===== config.mk =====
export PLATFORM = sky130hd
export DESIGN_NAME = stwes_controller
export DESIGN_NICKNAME = d
export VERILOG_FILES = /design/src/hdl/stwes_pkg.sv /design/src/hdl/stwes_controller.sv
export SDC_FILE = /design/constraint.sdc
export NUM_CORES = 1
export LEC_CHECK = 0
export BUFFER_PORTS_ARGS = -buffer_cell sky130_fd_sc_hd__buf_4
export CELL_PAD_IN_SITES_DETAIL_PLACEMENT = 2
export CELL_PAD_IN_SITES_GLOBAL_PLACEMENT = 2
export CORE_MARGIN = 2
export CORE_UTILIZATION = 29
export CTS_BUF_LIST = sky130_fd_sc_hd__clkbuf_2
export CTS_CLUSTER_DIAMETER = 40
export DETAILED_ROUTE_END_ITERATION = 16
export PLACE_DENSITY_LB_ADDON = 0.1
export SYNTH_ARGS = -nofsm -noshare
export SYNTH_HDL_FRONTEND = slang
export SYNTH_SLANG_ARGS = --single-unit

===== constraint.sdc =====
create_clock -name i_clk -period 1.8 [get_ports i_clk]
set_input_delay 0.09 -clock i_clk [delete_from_list [all_inputs] [get_ports i_clk]]
set_output_delay 0.09 -clock i_clk [all_outputs]
set_load 0.01 [all_outputs]

===== src/hdl/stwes_pkg.sv =====
// Shared types and constants for the sum tree event sampler.
// No dependencies.
`timescale 1ns / 1ps
`default_nettype none
package stwes_pkg;
    localparam int DEF_LEAVES      = 1024;
    localparam int DEF_WEIGHT_BITS = 32;
    localparam int IDX_W      = 10;
    localparam int RAND_W     = 32;
    localparam int TOTAL_W    = 42;
    localparam int COUNT_W    = 11;
    localparam int IN_DATA_W  = 112;
    localparam int OUT_DATA_W = 96;
    localparam int DIV_W      = 38;   // -ln(r2) in Q.32, at most 22.2
    localparam int IT_W       = 6;
    localparam logic [31:0] LN2_Q32 = 32'hB17217F8;

    typedef enum logic [4:0] {
        DP_NOP,
        DP_CLR,
        DP_LOAD,
        DP_LEAF_RD,
        DP_LEAF_WR,
        DP_SIB_RD,
        DP_PAR_WR,
        DP_MUL_LO,
        DP_MUL_HI,
        DP_CH_RD,
        DP_CH_STEP,
        DP_NORM,
        DP_SQ,
        DP_NL2,
        DP_NL_LO,
        DP_NL_HI,
        DP_DIV,
        DP_OUT_PLAIN,
        DP_OUT_EVT,
        DP_OUT_INF
    } t_dp_op;

    typedef struct packed {
        logic cmd;
        logic in_range;
        logic no_event;
        logic wait_zero;
        logic at_root;
        logic m_top;
        logic walk_last;
        logic sq_last;
        logic div_last;
        logic clr_last;
    } t_dp_status;
endpackage
`default_nettype wire


===== src/hdl/stwes_controller.sv =====
// Controller state machine: sequences clear, update, draw, log and divide steps.
// Depends on stwes_pkg.
`timescale 1ns / 1ps
`default_nettype none
module stwes_controller import stwes_pkg::*; (
    input  wire logic       i_clk,
    input  wire logic       i_rst_n,
    input  wire logic       i_in_valid,
    output logic            o_in_ready,
    output logic            o_out_valid,
    input  wire logic       i_out_ready,
    output t_dp_op          o_op,
    input  wire t_dp_status i_st
);
    typedef enum logic [4:0] {
        S_CLEAR, S_IDLE, S_DECODE, S_LEAF_WR, S_UP_RD, S_UP_WR,
        S_MUL_HI, S_CH_RD, S_CH_STEP, S_NORM, S_SQ, S_NL2, S_NL_LO,
        S_NL_HI, S_DIV, S_FIN_PLAIN, S_FIN_EVT, S_FIN_INF
    } t_state;

    t_state r_state, n_state;
    logic   r_out_valid, n_out_valid;
    logic   out_free;

    assign out_free    = !r_out_valid || i_out_ready;
    assign o_in_ready  = (r_state == S_IDLE);
    assign o_out_valid = r_out_valid;

    always_comb begin
        n_state     = r_state;
        o_op        = DP_NOP;
        n_out_valid = r_out_valid && !i_out_ready;
        unique case (r_state)
            S_CLEAR: begin
                o_op = DP_CLR;
                if (i_st.clr_last) n_state = S_IDLE;
            end
            S_IDLE: begin
                if (i_in_valid) begin
                    o_op    = DP_LOAD;
                    n_state = S_DECODE;
                end
            end
            S_DECODE: begin
                if (!i_st.cmd) begin
                    if (i_st.in_range) begin
                        o_op    = DP_LEAF_RD;
                        n_state = S_LEAF_WR;
                    end else begin
                        n_state = S_FIN_PLAIN;
                    end
                end else if (i_st.no_event) begin
                    n_state = S_FIN_PLAIN;
                end else begin
                    o_op    = DP_MUL_LO;
                    n_state = S_MUL_HI;
                end
            end
            S_LEAF_WR: begin
                o_op    = DP_LEAF_WR;
                n_state = S_UP_RD;
            end
            S_UP_RD: begin
                if (i_st.at_root) begin
                    n_state = S_FIN_PLAIN;
                end else begin
                    o_op    = DP_SIB_RD;
                    n_state = S_UP_WR;
                end
            end
            S_UP_WR: begin
                o_op    = DP_PAR_WR;
                n_state = S_UP_RD;
            end
            S_MUL_HI: begin
                o_op    = DP_MUL_HI;
                n_state = S_CH_RD;
            end
            S_CH_RD: begin
                o_op    = DP_CH_RD;
                n_state = S_CH_STEP;
            end
            S_CH_STEP: begin
                o_op = DP_CH_STEP;
                if (!i_st.walk_last)    n_state = S_CH_RD;
                else if (i_st.wait_zero) n_state = S_FIN_INF;
                else                     n_state = S_NORM;
            end
            S_NORM: begin
                if (i_st.m_top) n_state = S_SQ;
                else            o_op    = DP_NORM;
            end
            S_SQ: begin
                o_op = DP_SQ;
                if (i_st.sq_last) n_state = S_NL2;
            end
            S_NL2: begin
                o_op    = DP_NL2;
                n_state = S_NL_LO;
            end
            S_NL_LO: begin
                o_op    = DP_NL_LO;
                n_state = S_NL_HI;
            end
            S_NL_HI: begin
                o_op    = DP_NL_HI;
                n_state = S_DIV;
            end
            S_DIV: begin
                o_op = DP_DIV;
                if (i_st.div_last) n_state = S_FIN_EVT;
            end
            S_FIN_PLAIN, S_FIN_EVT, S_FIN_INF: begin
                if (out_free) begin
                    o_op        = (r_state == S_FIN_EVT) ? DP_OUT_EVT :
                                  (r_state == S_FIN_INF) ? DP_OUT_INF : DP_OUT_PLAIN;
                    n_out_valid = 1'b1;
                    n_state     = S_IDLE;
                end
            end
            default: n_state = S_CLEAR;
        endcase
    end

    always_ff @(posedge i_clk) begin
        if (!i_rst_n) begin
            r_state     <= S_CLEAR;
            r_out_valid <= 1'b0;
        end else begin
            r_state     <= n_state;
            r_out_valid <= n_out_valid;
        end
    end
endmodule
`default_nettype wire


==> results.md, run 1 <==
* Vias at 1,017
* Worst skew pair latency at 0.24 ns
* Prevailing post-synth register cell: dfxtp_1
* Placed cells at 165
* Crit path time final at 1.730 ns
* Clock Path Buffers at 2
* Status: completed
* Global-route wire length before repair at 5.437 mm
* Final Max Slew Viols at 0
* Area growth syn-to-layout at 36.03%
* Syn avg cell area at 7.166 um2
* Setup Skew at 0.01601 ns
* GPL Wtd Cong at 0.8587
* Die ar. at 3151 um2
* Critical Path RT at 1.71 ns
* Initial antenna violation count at 0
* Multi-input gate area at 585.6 um2
* Post-detail-place hpwl at 2.646 mm
* Io pins at 21
* Vias in the first global route at 1,075
* Inserted Diodes at 0
* TritonCTS clock tree: built
* Clk slew on worst S/H paths at 0.07 ns
* Yosys reg bits at 6
* Slew at the pin closest to its max-slew limit at 0.3198 ns
* Filler Cell Count at 324
* Drt first pass iters at 4
* Row Count at 18
* Final Hold Vio Count at 0
* Largest cells by area after synthesis: dfxtp_1, a21oi_1, nor2_1, nor2b_1, inv_1
* Number of flops mapped to enable cells by yosys at 0
* Yosys warnings at 0
* Fin cells at 170
* PD cells at 1565 nW/um2
* Netlist cell types at 48
* Clk root buf: clkbuf_2
* Chip height at 56.14 um
* PortBufs at 20
* Leak at 0.4539 nW
* Largest net degree at the start of global routing at 14
* Via density at 5.982
* Reg2Reg Depth at 5
* Core Box Area at 2522 um2
* H-tree Lvls at 1
* Maxcap violations at 0
* Hold slack at 0.1177 ns
* Worst r2r dst: r_state[0]
* Synth Instances at 110
* Worst setup path class: reg -> out
* Reg2reg start: r_state[0]
* Cts bufs inserted at 3
* Ys async rst share at 0
* Critical path launch point type: flip-flop
* Crit path launch: r_state[3]
* Mapped Area at 788.3 um2
* Worst vdd ir at 0.7048 mV
* Synth area leader: dfxtp_1
* Register area at 133.9 um2
* Syn_nets at 124
* Layout Nets at 156
* Die X at 56.14 um
* R2R Setup Slk at 0.10 ns
* FMAX at 0.5782 GHz
* GRT Residual Overflow at 0
* Initial drt markers at 18
* Setup Viol. Count Final at 0
* Top post-synthesis cells by count: a21oi_1, nor2_1, inv_1
* Post-synthesis sequential area ratio at 0.1524
* Share of cells above drive strength 1 at 0.3857
* Critical Path AT at 1.64 ns
* Setup crit end kind: output port
* Clk sinks at 6
* DR WL/cell at 20.19 um
* Relative slew slack at 0.7864
* Top-area cell type share of the netlist area at 0.1524
* Critical Path Sink: o_op[0]
* Starting Density at 0.3125
* # hold bufs at CTS at 0
* Drt total wl at 3.432 mm
* Fin crit share at 0.9609
* Routed Antenna Nets at 0
* DRC viols at 0
* Total Routing Usage GR at 0.2197
* Crit Path Max Fanout at 8
* Worst hold path type: in -> reg
==> critical path, cell delays in order, from the launching register on <==
cell      delay (ns)
dfxtp_4         0.37
buf_4           0.16
nor2b_1         0.15
o31a_1          0.28
a32oi_1         0.16
o221ai_1        0.12
buf_4           0.16
==> stage by stage <==
step	utilization	area [um2]	total power, W	setup TNS (ns)	setup slack [ns]
floorplan	-	788.3	0.001017	0	0.3840
global placement	0.4058	1023	0.001456	0	0.07101
detailed placement	0.4058	1023	0.001495	0	0.02822
CTS	0.4142	1045	0.001616	0	0.004622
global route	0.4251	1072	0.001814	-0.03060	-0.03060
finish	0.4251	1072	0.001678	0	0.07040
==> layer usage <==
metal / wire, um / vias up / share of wire / global-route usage
li1: - / 475 / - / -
met1: 1525 / 515 / 0.44 / 0.2918
met2: 1745 / 25 / 0.51 / 0.3782
met3: 151 / 2 / 0.044 / 0.03721
met4: 10 / 0 / 0.0029 / 0.03061
met5: 0 / - / 0 / 0
==> state kept, by name, summed over array words and instances, names as in the netlist <==
signal       count
o_out_valid      1
r_state          5
==> repair_timing <==
item                       4_1_cts  5_1_grt
pin swaps                        0        2
buffers inserted                 0        2
gates resized for setup          4        6
setup endpoints to repair        3        5
==> power by group <==
part | internal [W] | total [W] | switching, W
clock network | 0.0000452 | 0.0000985 | 0.0000533
logic | 0.000599 | 0.00127 | 0.000672
registers | 0.000196 | 0.000308 | 0.000112
==> cell usage in the layout (no fill, tap or decap), types with 2 or more instances in the layout <==
cell type and instances:
nand2b_1 4, or2_2 2, inv_1 8, clkbuf_2 3
nor4_1 2, nor2_1 8, a21oi_1 10, a31oi_1 3
nor3_1 3, o22ai_1 2, dfxtp_2 2, nand4b_1 2
nand2_1 7, nor2_2 2, buf_4 36, o21ai_0 4
and3b_1 2, nor2b_1 5, dfxtp_4 3, nand4_1 3
a2bb2oi_1 2
==> how the worst min path moves through the flow <==
stage | slack [ns] | from | cells after the start | endpoint
2_1_floorplan | 0.22 | i_rst_n | 1 | r_state[0]
3_3_place_gp | 0.37 | i_rst_n | 2 | r_state[1]
3_5_place_dp | 0.36 | i_rst_n | 2 | r_state[1]
4_1_cts | 0.12 | i_rst_n | 2 | r_state[1]
5_1_grt | 0.11 | i_rst_n | 2 | r_state[1]
6_report | 0.12 | i_rst_n | 2 | r_state[1]
==> cells by family after synthesis <==
| kind of cell | share of synthesized area |
|---|---|
| buffers and inverters | 0.1111 |
| multiplexers | 0.01270 |
| AO/OA/AOI/OAI | 0.3619 |
| AND/OR/NAND/NOR | 0.3619 |
| flip-flops | 0.1524 |
==> area by class of cell <==
type	count	share of cell area
Multi-Input combinational cell	87	0.5461
Timing Repair Buffer	36	0.2520
Sequential cell	6	0.1249
Tap cell	30	0.03501
Inverter	8	0.02800
Clock buffer	3	0.01400
(Power assumes the default switching activity.)
==> run 2: changes to the inputs <==
--- a/config.mk
+++ b/config.mk
@@ -9,8 +9,8 @@
 export CELL_PAD_IN_SITES_DETAIL_PLACEMENT = 2
 export CELL_PAD_IN_SITES_GLOBAL_PLACEMENT = 2
 export CORE_MARGIN = 2
-export CORE_UTILIZATION = 29
-export CTS_BUF_LIST = sky130_fd_sc_hd__clkbuf_2
+export CORE_UTILIZATION = 28
+export CTS_BUF_LIST = sky130_fd_sc_hd__clkbuf_16
 export CTS_CLUSTER_DIAMETER = 40
 export DETAILED_ROUTE_END_ITERATION = 16
 export PLACE_DENSITY_LB_ADDON = 0.1
==> run 2 against run 1 <==
Die area up 3.3%; via count down 3.0%; clock skew shrank 0.013 ns; clock power grew to 3.7 times the previous value; count of clock-buffer cells in the layout unchanged; first-iteration DRC count increased by 89%; hold slack improved by 0.010 ns; sequential power rose by 9.4%.
==> results.md, run 2 (synthesis gave the netlist of run 1 again) <==
* Status: completed (unchanged)
* Core Box Area at 2710 um2 (was 2522 um2)
* Chip height at 57.06 um (was 56.14 um)
* Crit Path Max Fanout at 13 (was 8)
* Worst hold path type: in -> reg (unchanged)
* Slew at the pin closest to its max-slew limit at 0.3129 ns (was 0.3198 ns)
* Crit-path slowest cell: dfxtp_1 (was dfxtp_4)
* Die ar. at 3256 um2 (was 3151 um2)
* Leak at 0.4848 nW (was 0.4539 nW)
* Most common cell after layout, fill and taps aside: buf_4 (unchanged)
* Share of cells above drive strength 1 at 0.4071 (was 0.3857)
* Inserted Diodes at 0 (unchanged)
* Clk sinks at 6 (unchanged)
* Initial antenna violation count at 0 (unchanged)
* Most frequent cells in the layout: buf_4, a21oi_1, nor2_1, inv_1, nand2_1 (unchanged)
* Row Count at 19 (was 18)
* Final Max Slew Viols at 0 (unchanged)
* FMAX at 0.5726 GHz (was 0.5782 GHz)
* Vias in the first global route at 1,059 (was 1,075)
* Final Hold Vio Count at 0 (unchanged)
* Max incr delay on CP at 0.38 ns (was 0.37 ns)
* Post-detail-place hpwl at 2.385 mm (was 2.646 mm)
* DRC viols at 0 (unchanged)
* Area growth syn-to-layout at 47.30% (was 36.03%)
* # hold bufs at CTS at 0 (unchanged)
* PortBufs at 20 (unchanged)
* GRT Residual Overflow at 0 (unchanged)
* Routed Antenna Nets at 0 (unchanged)
* Die X at 57.06 um (was 56.14 um)
* Worst setup path class: reg -> out (unchanged)
* Clk root buf: clkbuf_16 (was clkbuf_2)
* Fin crit share at 0.9703 (was 0.9609)
* Hold path depth at 2 (unchanged)
* Critical path launch point type: flip-flop (unchanged)
* Initial drt markers at 34 (was 18)
* Setup TNS at 0 ns (unchanged)
* Crit-path cells: buf_4 > nand2b_1 > nor2_1 > o211ai_1 > o221ai_1 > buf_4 (was buf_4 > nor2b_1 > o31a_1 > a32oi_1 > o221ai_1 > buf_4)
* Largest net degree at the start of global routing at 17 (was 14)
* Filler Cell Count at 319 (was 324)
* Relative slew slack at 0.7908 (was 0.7864)
* H-tree Lvls at 1 (unchanged)
* GPL Wtd Cong at 0.7881 (was 0.8587)
* Worst skew pair latency at 0.23 ns (was 0.24 ns)
* Crit path time final at 1.746 ns (was 1.730 ns)
* Cts bufs inserted at 3 (unchanged)
* Worst vdd ir at 0.9103 mV (was 0.7048 mV)
* Layout Nets at 156 (unchanged)
* Vias at 986 (was 1,017)
* Clock Path Buffers at 2 (unchanged)
* Global-route wire length before repair at 5.326 mm (was 5.437 mm)
* Setup crit end kind: output port (unchanged)
* Maxcap violations at 0 (unchanged)
* Clk slew on worst S/H paths at 0.04 ns (was 0.07 ns)
* Max reg flops at 5 (unchanged)
* Total Routing Usage GR at 0.2114 (was 0.2197)
* DR WL/cell at 19.84 um (was 20.19 um)
* Setup Viol. Count Final at 0 (unchanged)
* Via density at 5.766 (was 5.982)
* Io pins at 21 (unchanged)
* Setup Skew at 0.003163 ns (was 0.01601 ns)
* Critical Path AT at 1.66 ns (was 1.64 ns)
* Cell mode on critical path: buf_4 (unchanged)
* Fin util at 0.4284 (was 0.4251)
* Critical Path RT at 1.71 ns (about the same)
* TritonCTS clock tree: built (unchanged)
* PD cells at 1729 nW/um2 (was 1565 nW/um2)
* Drt first pass iters at 3 (was 4)
* Drt total wl at 3.392 mm (was 3.432 mm)
* Reg with most FFs: r_state (unchanged)
* Reg2Reg Depth at 7 (was 5)
* Starting Density at 0.2909 (was 0.3125)
==> run 2: changes by cell type in the layout (fill, tap and decap cells not counted) <==
| cell | before | now |
|---|---|---|
| nor2b_2 | 0 | 1 |
| dfxtp_1 | 1 | 2 |
| buf_4 | 36 | 35 |
| a32oi_2 | 0 | 1 |
| buf_8 | 0 | 1 |
| nor2b_1 | 5 | 3 |
| clkbuf_2 | 3 | 0 |
| clkbuf_16 | 0 | 3 |
| a32oi_1 | 1 | 0 |
| a21oi_2 | 0 | 1 |
| dfxtp_2 | 2 | 1 |
| nor2b_4 | 0 | 1 |
| a21oi_1 | 10 | 9 |
==> run 2: final timing paths <==
| check | startpoint | endpoint | slack (ns) |
|---|---|---|---|
| worst max register to register | r_state[3] | r_state[0] | 0.16 |
| worst min register to register | r_state[2] | r_state[2] | 0.59 |
| worst min-delay path | i_rst_n | r_state[0] | 0.13 |
| worst max-delay path | r_state[4] | o_op[0] | 0.05 |
==> run 2: layout make-up <==
class	count	area, um2	area share
clock buffers	3	75.07	0.06466
flip-flops and latches	6	132.6	0.1142
repair buffers	36	277.8	0.2392
well taps	31	38.79	0.03341
inverters	8	30.03	0.02586
multi-input cells	87	606.8	0.5226
==> run 2: timing repair <==
item / CTS / global route
buffers inserted: 2 / 4
endpoints found under the setup margin: 6 / 2
pin swaps: 1 / 3
gates resized for setup: 9 / 7
==> run 2: per-layer routing <==
metal  vias to the layer above  wire (um)  track usage
met5                         -          0            0
met4                         0         29      0.03987
met3                         4        133      0.05215
met2                        22       1705       0.3777
met1                       484       1523       0.2583
li1                        476          -            -
==> run 2: stage by stage <==
step                      std cells  hold slack (ns)  cell area (um2)  power (W)  setup slack, ns
after detailed placement        162           0.3557            994.7   0.001424         -0.02413
final                           171           0.1278             1161   0.002008          0.05353
after floorplan                 110           0.2212            788.3   0.001017           0.3840
after CTS                       167           0.1236             1109   0.001889         0.009043
after global routing            171           0.1324             1161   0.002165         -0.01506
after global placement          162           0.3528            994.7   0.001388        -0.007128
==> run 2: critical path, delay by kind of cell, from the launching register on <==
kind,cells,cell delay [ns]
DFF,1,0.38
and+or+nand+nor,2,0.23
AOI/OAI and AO/OA,2,0.43
buffers and inverters,2,0.40
==> run 2: power by group <==
part / switching (W) / total (W) / internal, W
registers: 0.000142 / 0.000337 / 0.000195
clock network: 0.0000780 / 0.000364 / 0.000286
logic: 0.000668 / 0.00131 / 0.000640
total: 0.000888 / 0.00201 / 0.00112
==> run 3: changes to the inputs <==
--- a/config.mk
+++ b/config.mk
@@ -13,6 +13,7 @@
 export CTS_BUF_LIST = sky130_fd_sc_hd__clkbuf_16
 export CTS_CLUSTER_DIAMETER = 40
 export DETAILED_ROUTE_END_ITERATION = 16
+export MAX_ROUTING_LAYER = met4
 export PLACE_DENSITY_LB_ADDON = 0.1
 export SYNTH_ARGS = -nofsm -noshare
 export SYNTH_HDL_FRONTEND = slang
==> run 3 against run 2 <==
Flip-flop and latch count did not move; global-route usage rose by 0.64 points; largest power group unchanged; non-clock buffer count did not move; register-to-register slack barely moved; critical endpoint unchanged.
==> results.md, run 3 (synthesis gave the netlist of run 1 again) <==
* Drt first pass iters at 3 (unchanged)
* Critical Path RT at 1.71 ns (about the same)
* Max incr delay on CP at 0.38 ns (about the same)
* Worst hold path type: in -> reg (unchanged)
* DRC viols at 0 (unchanged)
* Total Routing Usage GR at 0.2178 (was 0.2114)
* GRT Residual Overflow at 0 (unchanged)
* Sw Pwr at 0.0008841 W (was 0.0008876 W)
* Cell mode on critical path: buf_4 (unchanged)
* Reg power frac at 0.168 (about the same)
* Layout Nets at 156 (unchanged)
* PD cells at 1726 nW/um2 (was 1729 nW/um2)
* Via density at 5.795 (was 5.766)
* Setup Skew at 0.003188 ns (was 0.003163 ns)
* Area growth syn-to-layout at 47.30% (unchanged)
* Final WS setup at 0.05210 ns (was 0.05353 ns)
* Clock Path Buffers at 2 (unchanged)
* Critical path launch point type: flip-flop (unchanged)
* Crit Path Max Fanout at 13 (unchanged)
* Crit path time final at 1.748 ns (was 1.746 ns)
* Fin cells at 171 (unchanged)
* FMAX at 0.5721 GHz (was 0.5726 GHz)
* Worst vdd ir at 0.9022 mV (was 0.9103 mV)
* Inserted Diodes at 0 (unchanged)
* Post-detail-place hpwl at 2.385 mm (unchanged)
* Worst skew pair latency at 0.23 ns (about the same)
* Row Count at 19 (unchanged)
* Maxcap violations at 0 (unchanged)
* Initial antenna violation count at 0 (unchanged)
* Setup Viol. Count Final at 0 (unchanged)
* Comb pwr share at 0.651 (about the same)
* Slew at the pin closest to its max-slew limit at 0.3126 ns (was 0.3129 ns)
* Routed Antenna Nets at 0 (unchanged)
* # hold bufs at CTS at 0 (unchanged)
* Fin crit share at 0.9711 (was 0.9703)
* Setup TNS at 0 ns (unchanged)
* Core Box Area at 2710 um2 (unchanged)
* Die ar. at 3256 um2 (unchanged)
* Final Hold Vio Count at 0 (unchanged)
* Reg2Reg Depth at 7 (unchanged)
* Status: completed (unchanged)
* Drt total wl at 3.384 mm (was 3.392 mm)
* DR WL/cell at 19.79 um (was 19.84 um)
* TritonCTS clock tree: built (unchanged)
* Setup crit end kind: output port (unchanged)
* Starting Density at 0.2909 (unchanged)
* PnR Total Power at 0.002004 W (was 0.002008 W)
* Die X at 57.06 um (unchanged)
* H-tree Lvls at 1 (unchanged)
* Critical Path AT at 1.66 ns (about the same)
* Clk slew on worst S/H paths at 0.04 ns (about the same)
* PortBufs at 20 (unchanged)
* Share of cells above drive strength 1 at 0.4071 (unchanged)
* Pint at 0.001120 W (about the same)
* Placed cells at 162 (unchanged)
* Clock power frac at 0.181 (about the same)
* Worst setup path class: reg -> out (unchanged)
* Cts bufs inserted at 3 (unchanged)
* Io pins at 21 (unchanged)
* Crit-path slowest cell: dfxtp_1 (unchanged)
* Most frequent cells in the layout: buf_4, a21oi_1, nor2_1, inv_1, nand2_1 (unchanged)
* Relative slew slack at 0.7910 (was 0.7908)
* Chip height at 57.06 um (unchanged)
* Leak at 0.4848 nW (unchanged)
* GPL Wtd Cong at 0.7992 (was 0.7881)
* Most common cell after layout, fill and taps aside: buf_4 (unchanged)
* Final Max Slew Viols at 0 (unchanged)
* Crit-path cells: buf_4 > nand2b_1 > nor2_1 > o211ai_1 > o221ai_1 > buf_4 (unchanged)
* Clk root buf: clkbuf_16 (unchanged)
* Vias at 991 (was 986)
* Switching share of total power at 0.4411 (was 0.4421)
* Dpl ws at -0.02413 ns (unchanged)
* Max reg flops at 5 (unchanged)
* Hold slack at 0.1297 ns (was 0.1278 ns)
* Reg with most FFs: r_state (unchanged)
* Vias in the first global route at 1,059 (unchanged)
* Largest net degree at the start of global routing at 17 (unchanged)
* Initial drt markers at 38 (was 34)
* Hold path depth at 2 (unchanged)
* Global-route wire length before repair at 5.326 mm (unchanged)
* Clk sinks at 6 (unchanged)
run 3: power groups by stage:
stage                     clock network [W]  logic (W)  registers [W]
final                              0.000364    0.00130       0.000336
after detailed placement                  0    0.00109       0.000331
after global routing               0.000380    0.00143       0.000354
after CTS                          0.000367    0.00120       0.000319
after floorplan                           0   0.000809       0.000208
after global placement                    0    0.00106       0.000324
run 3: final cells by class:
class / count / area (um2)
Fill cell: 319 / 1549
Multi-Input combinational cell: 87 / 606.8
Timing Repair Buffer: 36 / 277.8
Sequential cell: 6 / 132.6
Clock buffer: 3 / 75.07
Tap cell: 31 / 38.79
Inverter: 8 / 30.03
run 3: worst paths after layout:
kind | from | to | slack (ns)
max | r_state[4] | o_op[0] | 0.05
max reg2reg | r_state[3] | r_state[0] | 0.15
min | i_rst_n | r_state[0] | 0.13
min reg2reg | r_state[2] | r_state[2] | 0.59
run 3: metal layers:
metal  share of wire  global-route usage
met5               0                   -
met4           0.012             0.03987
met3           0.038             0.04989
met2            0.51              0.3777
met1            0.44              0.2597
run 3: what timing repair did:
item | in CTS | in global routing
gates resized for setup | 9 | 7
pin swaps | 1 | 3
buffers inserted | 2 | 4
setup endpoints to repair | 6 | 2
run 3: worst max-delay path: cells and delay by family (launching register included):
| family | cells | cell delay, ns |
|---|---|---|
| compound gates | 2 | 0.43 |
| buf+inv | 2 | 0.40 |
| flops | 1 | 0.38 |
| simple gates | 2 | 0.23 |
run 3: metrics by stage:
step,instance area [um2],util
final,1161,0.4284
after global routing,1161,0.4284
after detailed placement,994.7,0.3670
after CTS,1109,0.4090
after global placement,994.7,0.3670
after floorplan,788.3,-
